$ cat config.mk
export PLATFORM = sky130hd
export DESIGN_NAME = rgb888_to_framebuffer_blit
export DESIGN_NICKNAME = d
export VERILOG_FILES = /design/src/rgbfb_pkg.sv /design/src/rgb888_to_framebuffer_blit.sv /design/src/rgbfb_cfg.sv /design/src/rgbfb_pack.sv /design/src/rgbfb_addr.sv
export SDC_FILE = /design/constraint.sdc
export NUM_CORES = 2
export LEC_CHECK = 0
export BUFFER_PORTS_ARGS = -buffer_cell sky130_fd_sc_hd__buf_2
export CAP_MARGIN = 20
export CORE_MARGIN = 2
export CORE_UTILIZATION = 50
export DETAILED_ROUTE_END_ITERATION = 10
export PLACE_DENSITY = 0.7
export SLEW_MARGIN = 25
export SYNTH_ARGS = -nofsm -noshare
export SYNTH_HDL_FRONTEND = slang
export SYNTH_SLANG_ARGS = --single-unit
export TNS_END_PERCENT = 20
$ cat constraint.sdc
create_clock -name clk -period 6.45 [get_ports clk]
set_input_delay 0.3225 -clock clk [delete_from_list [all_inputs] [get_ports clk]]
set_output_delay 0.3225 -clock clk [all_outputs]
set_load 0.02 [all_outputs]
$ cat src/rgbfb_pkg.sv
// ----------------------------------------------------------------------------
// rgbfb_pkg
// Shared types and constants for the RGB888 to framebuffer blit engine:
// register map, reset values and the configuration bundle.
// ----------------------------------------------------------------------------
package rgbfb_pkg;

    // coordinate width used by counters and bound checks
    localparam int COORD_W = 16;

    // apb address width, register i at byte address 4*i
    localparam int PADDR_W = 5;

    // channel length saturation limit
    localparam logic [3:0] MAX_LEN = 4'd8;

    // largest supported bytes per pixel
    localparam logic [2:0] MAX_BPP = 3'd4;

    // register indexes
    typedef enum logic [2:0] {
        REG_LENGTHS = 3'd0,
        REG_OFFSETS = 3'd1,
        REG_BPP     = 3'd2,
        REG_STRIDE  = 3'd3,
        REG_ORIGIN  = 3'd4,
        REG_PIC     = 3'd5,
        REG_SCREEN  = 3'd6
    } reg_idx_t;

    // reset values
    localparam logic [11:0] RST_LENGTHS = 12'd1381;
    localparam logic [14:0] RST_OFFSETS = 15'd11424;
    localparam logic [2:0]  RST_BPP     = 3'd2;
    localparam logic [15:0] RST_STRIDE  = 16'd2048;
    localparam logic [31:0] RST_ORIGIN  = 32'd0;
    localparam logic [31:0] RST_PIC     = 32'd0;
    localparam logic [31:0] RST_SCREEN  = 32'd50332672;

    // decoded configuration seen by the datapath
    typedef struct packed {
        logic [11:0]        lengths;
        logic [14:0]        offsets;
        logic [2:0]         bpp;        // effective, 1..4
        logic [15:0]        stride;
        logic [COORD_W-1:0] ox;
        logic [COORD_W-1:0] oy;
        logic [COORD_W-1:0] pw;
        logic [COORD_W-1:0] ph;
        logic [COORD_W-1:0] sw;
        logic [COORD_W-1:0] sh;
        logic [31:0]        start_base; // oy*stride + ox*bpp
    } cfg_t;

    // per-pixel address result
    typedef struct packed {
        logic        we;
        logic [31:0] addr;
        logic        done;
    } addr_res_t;

endpackage

$ cat src/rgb888_to_framebuffer_blit.sv
// ----------------------------------------------------------------------------
// rgb888_to_framebuffer_blit
// RGB888 pixel stream to framebuffer writes: packs each pixel into the
// configured format and gives its byte address and write enable.
//
//   channel  direction  handshake              payload
//   pixel    in         pix_valid / pix_ready  red, green, blue
//   result   out        res_valid / res_ready  write_enable, byte_address,
//                                              pixel_word, picture_done
//   apb      in         psel / penable         paddr, pwdata, prdata
//
// one pixel per clock sustained while res_ready is high; a result passes through
// the two register stages (input register, then result register) after its pixel
// is accepted; the start address multiply is registered in the register file.
// rst_n clears the registers to their reset values and the counters to zero.
// a stall on res_ready holds the result, then the pixel in the input register;
// pix_ready falls only while both are full and res_ready is low.
// ----------------------------------------------------------------------------
module rgb888_to_framebuffer_blit
    import rgbfb_pkg::*;
(
    input  logic               clk,
    input  logic               rst_n,
    // configuration
    input  logic               psel,
    input  logic               penable,
    input  logic               pwrite,
    input  logic [PADDR_W-1:0] paddr,
    input  logic [31:0]        pwdata,
    output logic [31:0]        prdata,
    output logic               pready,
    // pixel input
    input  logic               pix_valid,
    output logic               pix_ready,
    input  logic [7:0]         red,
    input  logic [7:0]         green,
    input  logic [7:0]         blue,
    // result output
    output logic               res_valid,
    input  logic               res_ready,
    output logic               write_enable,
    output logic [31:0]        byte_address,
    output logic [31:0]        pixel_word,
    output logic               picture_done
);

    cfg_t       cfg;
    addr_res_t  ares;

    logic        s1_valid_reg;
    logic        s1_valid_next;
    logic [7:0]  red_reg;
    logic [7:0]  green_reg;
    logic [7:0]  blue_reg;
    logic        out_valid_reg;
    logic        out_valid_next;
    logic        we_reg;
    logic [31:0] addr_reg;
    logic [31:0] word_reg;
    logic        done_reg;
    logic [31:0] word;
    logic        s1_advance;
    logic        pix_take;

    // configuration registers
    rgbfb_cfg u_cfg (
        .clk     (clk),
        .rst_n   (rst_n),
        .psel    (psel),
        .penable (penable),
        .pwrite  (pwrite),
        .paddr   (paddr),
        .pwdata  (pwdata),
        .prdata  (prdata),
        .pready  (pready),
        .cfg     (cfg)
    );

    // pixel format packing
    rgbfb_pack u_pack (
        .red     (red_reg),
        .green   (green_reg),
        .blue    (blue_reg),
        .lengths (cfg.lengths),
        .offsets (cfg.offsets),
        .word    (word)
    );

    // address generation
    rgbfb_addr u_addr (
        .clk   (clk),
        .rst_n (rst_n),
        .step  (s1_advance),
        .cfg   (cfg),
        .res   (ares)
    );

    // pipeline handshake
    assign s1_advance     = s1_valid_reg & (~out_valid_reg | res_ready);
    assign pix_ready      = ~s1_valid_reg | s1_advance;
    assign pix_take       = pix_valid & pix_ready;
    assign s1_valid_next  = pix_take | (s1_valid_reg & ~s1_advance);
    assign out_valid_next = s1_advance | (out_valid_reg & ~res_ready);

    always_ff @(posedge clk or negedge rst_n)
    begin
        if (!rst_n)
        begin
            s1_valid_reg  <= 1'b0;
            out_valid_reg <= 1'b0;
        end
        else
        begin
            s1_valid_reg  <= s1_valid_next;
            out_valid_reg <= out_valid_next;
        end
    end

    // input register
    always_ff @(posedge clk)
    begin
        if (pix_take)
        begin
            red_reg   <= red;
            green_reg <= green;
            blue_reg  <= blue;
        end
    end

    // result register
    always_ff @(posedge clk)
    begin
        if (s1_advance)
        begin
            we_reg   <= ares.we;
            addr_reg <= ares.addr;
            word_reg <= word;
            done_reg <= ares.done;
        end
    end

    assign res_valid    = out_valid_reg;
    assign write_enable = we_reg;
    assign byte_address = addr_reg;
    assign pixel_word   = word_reg;
    assign picture_done = done_reg;

`ifndef ASSERT_OFF
    // a free result register never blocks the input
    a_ready_when_free: assert property (@(posedge clk) disable iff (!rst_n)
        !out_valid_reg |-> pix_ready)
        else $error("input stalled with empty result register");

    // a transaction in stage one reaches the result register next cycle
    a_advance_fills: assert property (@(posedge clk) disable iff (!rst_n)
        s1_advance |=> out_valid_reg)
        else $error("advanced transaction lost");

    // stage one only drains into a free or draining result register
    a_no_overwrite: assert property (@(posedge clk) disable iff (!rst_n)
        s1_advance |-> !out_valid_reg || res_ready)
        else $error("result overwritten before taken");
`endif

endmodule

$ cat src/rgbfb_cfg.sv
// ----------------------------------------------------------------------------
// rgbfb_cfg
// APB register file; also keeps the picture start address precomputed
// from origin, stride and bytes per pixel.
// ----------------------------------------------------------------------------
module rgbfb_cfg
    import rgbfb_pkg::*;
(
    input  logic               clk,
    input  logic               rst_n,
    input  logic               psel,
    input  logic               penable,
    input  logic               pwrite,
    input  logic [PADDR_W-1:0] paddr,
    input  logic [31:0]        pwdata,
    output logic [31:0]        prdata,
    output logic               pready,
    output cfg_t               cfg
);

    logic [11:0] lengths_reg;
    logic [14:0] offsets_reg;
    logic [2:0]  bpp_reg;
    logic [15:0] stride_reg;
    logic [31:0] origin_reg;
    logic [31:0] pic_reg;
    logic [31:0] screen_reg;
    logic [31:0] start_base_reg;
    logic [31:0] start_base_next;

    logic                 wr_en;
    reg_idx_t             idx;
    logic [2:0]           bpp_eff;
    logic [COORD_W-1:0]   ox;
    logic [COORD_W-1:0]   oy;
    logic [COORD_W+15:0]  row_prod;
    logic [COORD_W+2:0]   col_prod;

    assign pready = 1'b1;
    assign wr_en  = psel & penable & pwrite;
    assign idx    = reg_idx_t'(paddr[PADDR_W-1:2]);

    // register writes
    always_ff @(posedge clk or negedge rst_n)
    begin
        if (!rst_n)
        begin
            lengths_reg <= RST_LENGTHS;
            offsets_reg <= RST_OFFSETS;
            bpp_reg     <= RST_BPP;
            stride_reg  <= RST_STRIDE;
            origin_reg  <= RST_ORIGIN;
            pic_reg     <= RST_PIC;
            screen_reg  <= RST_SCREEN;
        end
        else if (wr_en)
        begin
            unique case (idx)
                REG_LENGTHS: lengths_reg <= pwdata[11:0];
                REG_OFFSETS: offsets_reg <= pwdata[14:0];
                REG_BPP:     bpp_reg     <= pwdata[2:0];
                REG_STRIDE:  stride_reg  <= pwdata[15:0];
                REG_ORIGIN:  origin_reg  <= pwdata;
                REG_PIC:     pic_reg     <= pwdata;
                REG_SCREEN:  screen_reg  <= pwdata;
                default:     ;
            endcase
        end
    end

    // read mux
    always_comb
    begin
        unique case (idx)
            REG_LENGTHS: prdata = {20'd0, lengths_reg};
            REG_OFFSETS: prdata = {17'd0, offsets_reg};
            REG_BPP:     prdata = {29'd0, bpp_reg};
            REG_STRIDE:  prdata = {16'd0, stride_reg};
            REG_ORIGIN:  prdata = origin_reg;
            REG_PIC:     prdata = pic_reg;
            REG_SCREEN:  prdata = screen_reg;
            default:     prdata = 32'd0;
        endcase
    end

    // bytes per pixel clamped to 1..4
    always_comb
    begin
        if (bpp_reg == 3'd0)
            bpp_eff = 3'd1;
        else if (bpp_reg > MAX_BPP)
            bpp_eff = MAX_BPP;
        else
            bpp_eff = bpp_reg;
    end

    assign ox = origin_reg[COORD_W-1:0];
    assign oy = origin_reg[16 +: COORD_W];

    // picture start address, two multiplies and an add, then register
    assign row_prod        = oy * stride_reg;
    assign col_prod        = ox * bpp_eff;
    assign start_base_next = 32'(row_prod) + 32'(col_prod);

    always_ff @(posedge clk or negedge rst_n)
    begin
        if (!rst_n)
            start_base_reg <= 32'd0;
        else
            start_base_reg <= start_base_next;
    end

    // decoded configuration
    always_comb
    begin
        cfg.lengths    = lengths_reg;
        cfg.offsets    = offsets_reg;
        cfg.bpp        = bpp_eff;
        cfg.stride     = stride_reg;
        cfg.ox         = ox;
        cfg.oy         = oy;
        cfg.pw         = pic_reg[COORD_W-1:0];
        cfg.ph         = pic_reg[16 +: COORD_W];
        cfg.sw         = screen_reg[COORD_W-1:0];
        cfg.sh         = screen_reg[16 +: COORD_W];
        cfg.start_base = start_base_reg;
    end

endmodule

$ cat src/rgbfb_pack.sv
// ----------------------------------------------------------------------------
// rgbfb_pack
// Packs an RGB888 pixel into a 32-bit framebuffer word using per-channel
// bit lengths and bit offsets.
// ----------------------------------------------------------------------------
module rgbfb_pack
    import rgbfb_pkg::*;
(
    input  logic [7:0]  red,
    input  logic [7:0]  green,
    input  logic [7:0]  blue,
    input  logic [11:0] lengths,
    input  logic [14:0] offsets,
    output logic [31:0] word
);

    logic [31:0] red_part;
    logic [31:0] green_part;
    logic [31:0] blue_part;

    // truncate to length, then move to offset
    function automatic logic [31:0] place(input logic [7:0] value,
                                          input logic [3:0] len,
                                          input logic [4:0] off);
        logic [3:0] sat_len;
        logic [7:0] cut;
        begin
            sat_len = (len > MAX_LEN) ? MAX_LEN : len;
            cut     = value >> (MAX_LEN - sat_len);
            place   = {24'd0, cut} << off;
        end
    endfunction

    assign red_part   = place(red,   lengths[11:8], offsets[14:10]);
    assign green_part = place(green, lengths[7:4],  offsets[9:5]);
    assign blue_part  = place(blue,  lengths[3:0],  offsets[4:0]);

    assign word = red_part | green_part | blue_part;

endmodule

$ cat src/rgbfb_addr.sv
// ----------------------------------------------------------------------------
// rgbfb_addr
// Column and row counters with row base address; gives byte address,
// screen bound write enable and end of picture flag for each pixel.
// ----------------------------------------------------------------------------
module rgbfb_addr
    import rgbfb_pkg::*;
(
    input  logic      clk,
    input  logic      rst_n,
    input  logic      step,
    input  cfg_t      cfg,
    output addr_res_t res
);

    logic [COORD_W-1:0] col_reg;
    logic [COORD_W-1:0] col_next;
    logic [COORD_W-1:0] row_reg;
    logic [COORD_W-1:0] row_next;
    logic [31:0]        row_base_reg;
    logic [31:0]        row_base_next;

    logic               empty;
    logic               at_start;
    logic               last_col;
    logic               last_row;
    logic               in_x;
    logic               in_y;
    logic [31:0]        base_eff;
    logic [COORD_W+1:0] col_bytes;
    logic [COORD_W:0]   col_ext;
    logic [COORD_W:0]   row_ext;

    assign empty    = (cfg.pw == '0) || (cfg.ph == '0);
    assign at_start = (col_reg == '0) && (row_reg == '0);
    assign base_eff = at_start ? cfg.start_base : row_base_reg;
    assign col_ext  = {1'b0, col_reg};
    assign row_ext  = {1'b0, row_reg};

    // column times bytes per pixel
    always_comb
    begin
        unique case (cfg.bpp)
            3'd1:    col_bytes = {2'b00, col_reg};
            3'd2:    col_bytes = {1'b0, col_reg, 1'b0};
            3'd3:    col_bytes = {2'b00, col_reg} + {1'b0, col_reg, 1'b0};
            default: col_bytes = {col_reg, 2'b00};
        endcase
    end

    // bound checks and end of line / picture
    assign in_x     = (col_ext + {1'b0, cfg.ox}) < {1'b0, cfg.sw};
    assign in_y     = (row_ext + {1'b0, cfg.oy}) < {1'b0, cfg.sh};
    assign last_col = (col_ext + 1'b1) >= {1'b0, cfg.pw};
    assign last_row = (row_ext + 1'b1) >= {1'b0, cfg.ph};

    // per-pixel result
    always_comb
    begin
        if (empty)
        begin
            res.we   = 1'b0;
            res.addr = 32'd0;
            res.done = 1'b1;
        end
        else
        begin
            res.we   = in_x & in_y;
            res.addr = base_eff + 32'(col_bytes);
            res.done = last_col & last_row;
        end
    end

    // counter advance
    always_comb
    begin
        col_next      = col_reg;
        row_next      = row_reg;
        row_base_next = row_base_reg;
        if (empty)
        begin
            col_next = '0;
            row_next = '0;
        end
        else if (last_col)
        begin
            col_next = '0;
            if (last_row)
            begin
                row_next      = '0;
                row_base_next = base_eff;
            end
            else
            begin
                row_next      = row_reg + 1'b1;
                row_base_next = base_eff + 32'(cfg.stride);
            end
        end
        else
        begin
            col_next      = col_reg + 1'b1;
            row_base_next = base_eff;
        end
    end

    always_ff @(posedge clk or negedge rst_n)
    begin
        if (!rst_n)
        begin
            col_reg      <= '0;
            row_reg      <= '0;
            row_base_reg <= 32'd0;
        end
        else if (step)
        begin
            col_reg      <= col_next;
            row_reg      <= row_next;
            row_base_reg <= row_base_next;
        end
    end

`ifndef ASSERT_OFF
    // empty picture keeps counters at the origin
    a_empty_clears: assert property (@(posedge clk) disable iff (!rst_n)
        step && empty |=> col_reg == '0 && row_reg == '0)
        else $error("counters not cleared on empty picture");

    // last pixel returns to picture start
    a_done_wraps: assert property (@(posedge clk) disable iff (!rst_n)
        step && !empty && last_col && last_row |=> col_reg == '0 && row_reg == '0)
        else $error("counters not reset after last pixel");

    // row only moves at end of line
    a_row_hold: assert property (@(posedge clk) disable iff (!rst_n)
        step && !empty && !last_col |=> row_reg == $past(row_reg))
        else $error("row changed mid-line");

    // counters only move on a transaction
    a_hold_idle: assert property (@(posedge clk) disable iff (!rst_n)
        !step |=> $stable(col_reg) && $stable(row_reg) && $stable(row_base_reg))
        else $error("counter state changed without a transaction");
`endif

endmodule
# After elaboration in Yosys (flattened, before gate mapping)
# Index checks and enable logic that the tools add are counted.
# classes
n_addsub	13
multipliers	2
magnitude_cmp	8
n_eq_ne	9
shifts	6
muxes	15
bitwise	19
reduce_logical	18
# ops
cell	n
case mux 32 bit (7 select lines)	1
2-to-1 mux 32 bit	3
left shift 8 x 5 -> 32 bit	3
2-to-1 mux 16 bit	5
logical NOT 16 bit	4
bitwise OR 32 bit	2
case mux 18 bit (3 select lines)	1
adder 16 x 1 -> 17 bit (second input constant)	2
adder 16 x 16 -> 17 bit	2
>= comparator 17 x 16 -> 1 bit	2
< comparator 17 x 16 -> 1 bit	2
adder 16 x 1 -> 16 bit (second input constant)	2
adder 32 x 16 -> 32 bit	1
adder 32 x 18 -> 32 bit	1
adder 32 x 19 -> 32 bit	1
multiplier 16 x 16 -> 32 bit	1
right shift 8 x 4 -> 8 bit	3
multiplier 16 x 3 -> 19 bit	1
adder 16 x 17 -> 18 bit	1
AND reduction 2 bit	9
== test 3 x 2 -> 1 bit (second input constant)	4
greater-than comparator 4 bit (second input constant)	3
2-to-1 mux 4 bit	3
subtractor 4 bit (first input constant)	3
11 further kinds	30
# word_totals
regBits	330
inputBits	68
out_inout_bits	101
wordCells	110

# Logic depth before layout (Yosys ltp)
# logic_depth
ltp_word	7
depth_mapped	28
mapped_depth_nobuf	26

# Hierarchy
# Synthesis repeated with hierarchy kept, for this count alone.
# hier_totals
cells_unflattened	3704
hier_area_um2	34061.4
# by_module_without_submodules
module	n_inst	cells_each	area_each_um2	seq_area_each_um2
rgbfb_cfg	1	1735	17649.4	4374.2
rgbfb_addr	1	1341	10044.6	1601.5
rgbfb_pack	1	530	3560.9	0.0
rgb888_to_framebuffer_blit	1	98	2806.4	2752.6

# Worst setup path before layout
# No wires, ideal clock.
# synth_timing
path_kind	register to register
start	register u_cfg.bpp_reg[1]
end	register u_cfg.start_base_reg[31]
setup_time_ns	0.080
arrival_time_ns	6.545
required_time_ns	6.370
path_slack_ns	-0.175
path_stages_with_launch	26
n_path_buf	3
synth_period_minus_slack_ns	6.625
cell_sequence	dfstp_2 -> clkbuf_1 -> nor2b_1 -> clkbuf_1 -> clkbuf_1 -> and2_1 -> fa_1 -> ha_1 -> inv_1 -> fa_1 -> fa_1 -> fa_1 -> inv_1 -> fa_1 -> ha_1 -> a211oi_1 -> nor2_1 -> o41ai_2 -> a31oi_1 -> nor4_1 -> o31ai_1 -> a2111oi_0 -> nor2_1 -> a211o_1 -> a21oi_1 -> xnor2_1
# synth_between
elab_chain_len	5
elab_cells_between_ends	6
classes_between	add/sub (1); mul (1); order compare (1); mux (2); reduce/logical (1)
# synth_lines
item	line_no	text
start: declaration	rgbfb_cfg.sv:23	logic [2:0] bpp_reg;
start signal: assignment	rgbfb_cfg.sv:61	REG_BPP: bpp_reg <= pwdata[2:0];
greater-than comparator 3 bit	rgbfb_cfg.sv:91	else if (bpp_reg > MAX_BPP)
2-to-1 mux 3 bit	rgbfb_cfg.sv:91	
2-to-1 mux 3 bit *	rgbfb_cfg.sv:89	if (bpp_reg == 3'd0)
multiplier 16 x 3 -> 19 bit *	rgbfb_cfg.sv:102	assign col_prod = ox * bpp_eff;
adder 32 x 19 -> 32 bit *	rgbfb_cfg.sv:103	assign start_base_next = 32'(row_prod) + 32'(col_prod);
named net u_cfg.start_base_next[31]	rgbfb_cfg.sv:29	logic [31:0] start_base_next;
end signal: assignment	rgbfb_cfg.sv:110	start_base_reg <= start_base_next;
end: declaration	rgbfb_cfg.sv:28	logic [31:0] start_base_reg;
# The timed path passes the listed nets; every way through them passes the cells marked *.
# A chain may end at the register's enable or synchronous reset.

# Final worst setup path
# Ends and elaborated chain as after synthesis.

==> impl.org <==
** Global route
- Global routing used between 20 and 30% of the available tracks.
- Entering global routing, the biggest net connects between 100 and 150 pins.
- The number of global-route vias before repair was 27.0k.
- The first global-routing pass estimated between 150000 and 200000 µm of wire.
- Congestion Overflow GR :: 0
- The initial antenna violation count came to 8.

** Timing
- The number of hold violations in the final report came to 0.
- The max-slew violation count was 0.
- Crit path setup slack, layout :: -115 ps
- RSZ-0062 raised after global routing :: yes
- For this run, the top clock speed supported by timing is between 150 and 200 MHz.
- Minimum clock period :: about 6600 ps
- At the pin with the least slew margin, the transition time is about 1100 ps.
- Clock skew on the completed layout was measured at approximately 42 ps.
- Worst hold-check slack :: between 30 and 40 ps
- Setup violations remaining at the end of the flow were counted as 2.
- For the final routed database, the setup TNS stands at -187 ps.
- Measured against its own limit, the worst slew margin works out to between 20% and 30%.
- Dividing the final minimum period by the clock period gives 102%.

** Clock network
- Clock Sinks :: 330
- Counting the buffers created by CTS gives 40.
- After clock tree synthesis, the clock-pin slew on the worst setup and hold paths is roughly 60 ps.
- TritonCTS built the clock tree.
- Buffer type at the clock tree root :: sky130_fd_sc_hd__clkbuf_16
- The H-tree generated during clock tree synthesis spans 2 levels.
- The clock passes through at most 3 buffers.
- Clock latency on the worst-skew pair, taken at its later pin, is 590 ps.

** Power
- Leakage power of the design :: between 15 and 20 nW
- VDD sags by at most around 0.00054 V.
- The completed layout was analyzed and its total power is about 18 mW.
- PwrDens :: around 480 nW/µm²

** Layout
- Number of fill cells :: between 5k and 6k
- Layout-stage area growth over the synthesis result :: 13.5%
- At the end of the flow, the number of nets in the layout was roughly 4.4k.
- The post-route netlist has between 10% and 20% of its cells at a drive strength greater than 1.

** Die
- From bottom edge to top edge, the die measures 260 µm.
- Once the floorplan was initialized, standard cells occupied between 50% and 60% of the core.
- Overall die area :: just under 70000 µm²
- Number of rows in the core area :: between 90 and 100
- In this run the standard cell core region covers ~65000 µm².
- ~170 I/O pins were placed.
- X dimension of the die :: between 200 and 300 µm

** Synth
- In this run, synthesis produced a sequential element count of 330.
- Post-Syn Instances :: between 3k and 4k
- Dominant register cell in the synthesized netlist :: sky130_fd_sc_hd__dfrtp_1
- Largest area contributor in the synthesized netlist :: sky130_fd_sc_hd__dfrtp_1
- Counting distinct cell types in the post-synthesis netlist gives 80.
- Ranking of synthesized cells by area :: sky130_fd_sc_hd__dfrtp_1, sky130_fd_sc_hd__fa_1, sky130_fd_sc_hd__ha_1
- Share of synthesized registers carrying an async set or reset :: 72.7%
- Synth top area share :: about 17%
- After synthesis, the mean cell area works out to between 9 and 10 µm².
- Dominant cell by count in the synthesized netlist :: sky130_fd_sc_hd__inv_1
- The synthesized netlist occupies a cell area of approximately 33000 µm².
- Counting every net in the synthesized netlist gives around 4.2k.
- During synthesis, Yosys emitted a total of 0 warnings.
- The synthesized design contains 90 enable-type register cells.
- Fraction of the yosys area taken by sequential cells :: 26.6%
- Leading post-synthesis cells by instance count :: sky130_fd_sc_hd__inv_1, sky130_fd_sc_hd__nand2_1, sky130_fd_sc_hd__ha_1

** Detailed routing
- Total via count after detailed routing :: around 27k
- Antenna-violating nets left :: 0
- 1st-pass router iterations :: 6
- Summed over all layers, the routed wires come to 99300 µm.
- After detailed routing, the average wire length per cell comes to 21.0 µm.
- The detailed router finished its first iteration with 2734 violations.
- Post-route DRC :: 0
- Using the TritonRoute via totals, the vias-per-cell ratio works out to between 5 and 6.

** Placed design
- DP Wirelength :: around 78000 µm
- Routability-driven placement finished with a final weighted congestion of about 1.0.
- IO buf count :: 165

** Worst setup path
- Peak fanout along the critical path :: 12
- Max stage delay cell, worst path :: sky130_fd_sc_hd__dfstp_2
- Stage delay of the slowest cell on the critical path :: roughly 560 ps
- The worst setup path is launched from a register.
- Critical Path AT :: 7030 ps
- Cell type with the highest occurrence count on the critical path :: sky130_fd_sc_hd__fa_1
- Critical-path cell list :: nor2b_2 > buf_6 > and2_1 > fa_1 > ha_1 > inv_1 > fa_1 > fa_1 > fa_1 > inv_1 > fa_1 > ha_4 > a211oi_2 > nor2_1 > o41ai_2 > a31oi_1 > nor4_2 > buf_4 > o31ai_1 > a2111oi_1 > nor2_1 > a211o_1 > a21oi_2 > xnor2_1
- Setup CP Type :: register to register
- Required time of the worst setup path :: slightly below 7000 ps
- Kind of end point of the critical path :: register

** Run
- Max-Cap Viols :: 0

** Outcome
- Status :: finished, violations left
- Violations in the final reports :: setup timing

** Worst hold path
- The path class of the tightest hold or removal check is input port to register.
metal layers:
layer	global-route usage [%]	vias up	routed length, µm
met4	11.4	2	3950
met3	4.65	219	8020
met5	0	-	12
li1	-	12678	-
met2	47.9	1077	45600
met1	40.0	13419	41700
through the flow:
step | instance area, µm² | util [%] | cells | setup WS [ps]
after global routing | 37200 | 57.6 | 4724 | -391
final | 37200 | 57.6 | 4724 | -115
after floorplan | 32800 | - | 3610 | 5.59
after detailed placement | 35400 | 54.7 | 4619 | -428
after CTS | 37100 | 57.5 | 4718 | -82.2
after global placement | 35300 | 54.7 | 4618 | -255
final cells by class:
type                       count  area [µm²]  share of cell area, %
clock buffer                  51        1120                   3.02
multi-input combinational   2669       21800                   58.7
tap                          855        1070                   2.88
antenna                        4        10.0                 0.0269
timing repair buffer         353        2450                   6.57
inverter                     443        1660                   4.47
sequential                   330        8740                   23.5
clock inverter                19         312                  0.837
worst max-delay path: cells and delay by family, from the launching register on:
kind | cells | cell delay, ps
adder cells (fa/ha/maj) | 7 | 2900
AND/OR/NAND/NOR | 5 | 870
buffers and inverters | 4 | 420
AO/OA/AOI/OAI | 7 | 1580
XOR/XNOR | 1 | 130
flip-flops | 1 | 560
final timing paths:
kind | start | to | slack, ps | cells after the start
hold / removal | pwdata[24] | u_cfg.screen_reg[24] | 30 | 3
hold reg to reg | u_addr.row_base_reg[9] | u_addr.row_base_reg[9] | 480 | 2
min in group asynchronous | rst_n | u_cfg.offsets_reg[4] | 400 | 2
setup reg to reg | u_cfg.bpp_reg[1] | u_cfg.start_base_reg[31] | -120 | 24
max in group asynchronous | rst_n | u_cfg.origin_reg[24] | 4530 | 3
setup / recovery | u_cfg.bpp_reg[1] | u_cfg.start_base_reg[31] | -120 | 24
layout by cell type, fill, tap and decap left out, types with 23 or more instances in the layout:
cell type,count
sky130_fd_sc_hd__nor2b_1,44
sky130_fd_sc_hd__a21o_1,47
sky130_fd_sc_hd__nor4_1,23
sky130_fd_sc_hd__clkbuf_16,41
sky130_fd_sc_hd__mux2_2,106
sky130_fd_sc_hd__edfxtp_1,90
sky130_fd_sc_hd__nor2_1,215
sky130_fd_sc_hd__buf_4,150
sky130_fd_sc_hd__xor2_1,53
sky130_fd_sc_hd__xnor2_1,89
sky130_fd_sc_hd__a21oi_1,169
sky130_fd_sc_hd__mux2i_1,104
sky130_fd_sc_hd__dfrtp_1,212
sky130_fd_sc_hd__fa_1,246
sky130_fd_sc_hd__and2_1,156
sky130_fd_sc_hd__dlygate4sd3_1,29
sky130_fd_sc_hd__nand3_1,61
sky130_fd_sc_hd__o21ai_0,229
sky130_fd_sc_hd__buf_2,164
sky130_fd_sc_hd__nor3_1,58
sky130_fd_sc_hd__nand2b_1,43
sky130_fd_sc_hd__ha_1,278
sky130_fd_sc_hd__nand2_1,385
sky130_fd_sc_hd__inv_1,436
timing repair:
item                                    in CTS  in global routing
hold buffers                                29                  0
gates resized for setup                     13                 13
endpoints found under the setup margin       6                  6
endpoints found under the hold margin      120                  0
buffers inserted                             0                  0
pin swaps                                    1                  0
cloned                                       0                  0
report_power, final:
| group | internal, mW | leakage, nW | switching (mW) |
|---|---|---|---|
| Combinational | 5.15 | 13.0 | 6.51 |
| Sequential | 2.89 | 3.81 | 0.652 |
| Clock | 1.55 | 0.708 | 0.962 |
| Total | 9.58 | 17.5 | 8.13 |
cell families (layout without fill, tap and decap cells):
family | Yosys count | count (layout) | synth area share, %
compound gates | 697 | 697 | 13.3
xor+xnor | 143 | 143 | 3.88
fa+ha+maj | 527 | 527 | 25.8
buf+inv | 611 | 866 | 7.07
flops | 330 | 330 | 26.6
mux | 223 | 223 | 7.71
other cells | 1 | 5 | 0.0114
simple gates | 1078 | 1078 | 15.7
Power figures use the tool's default switching activity.
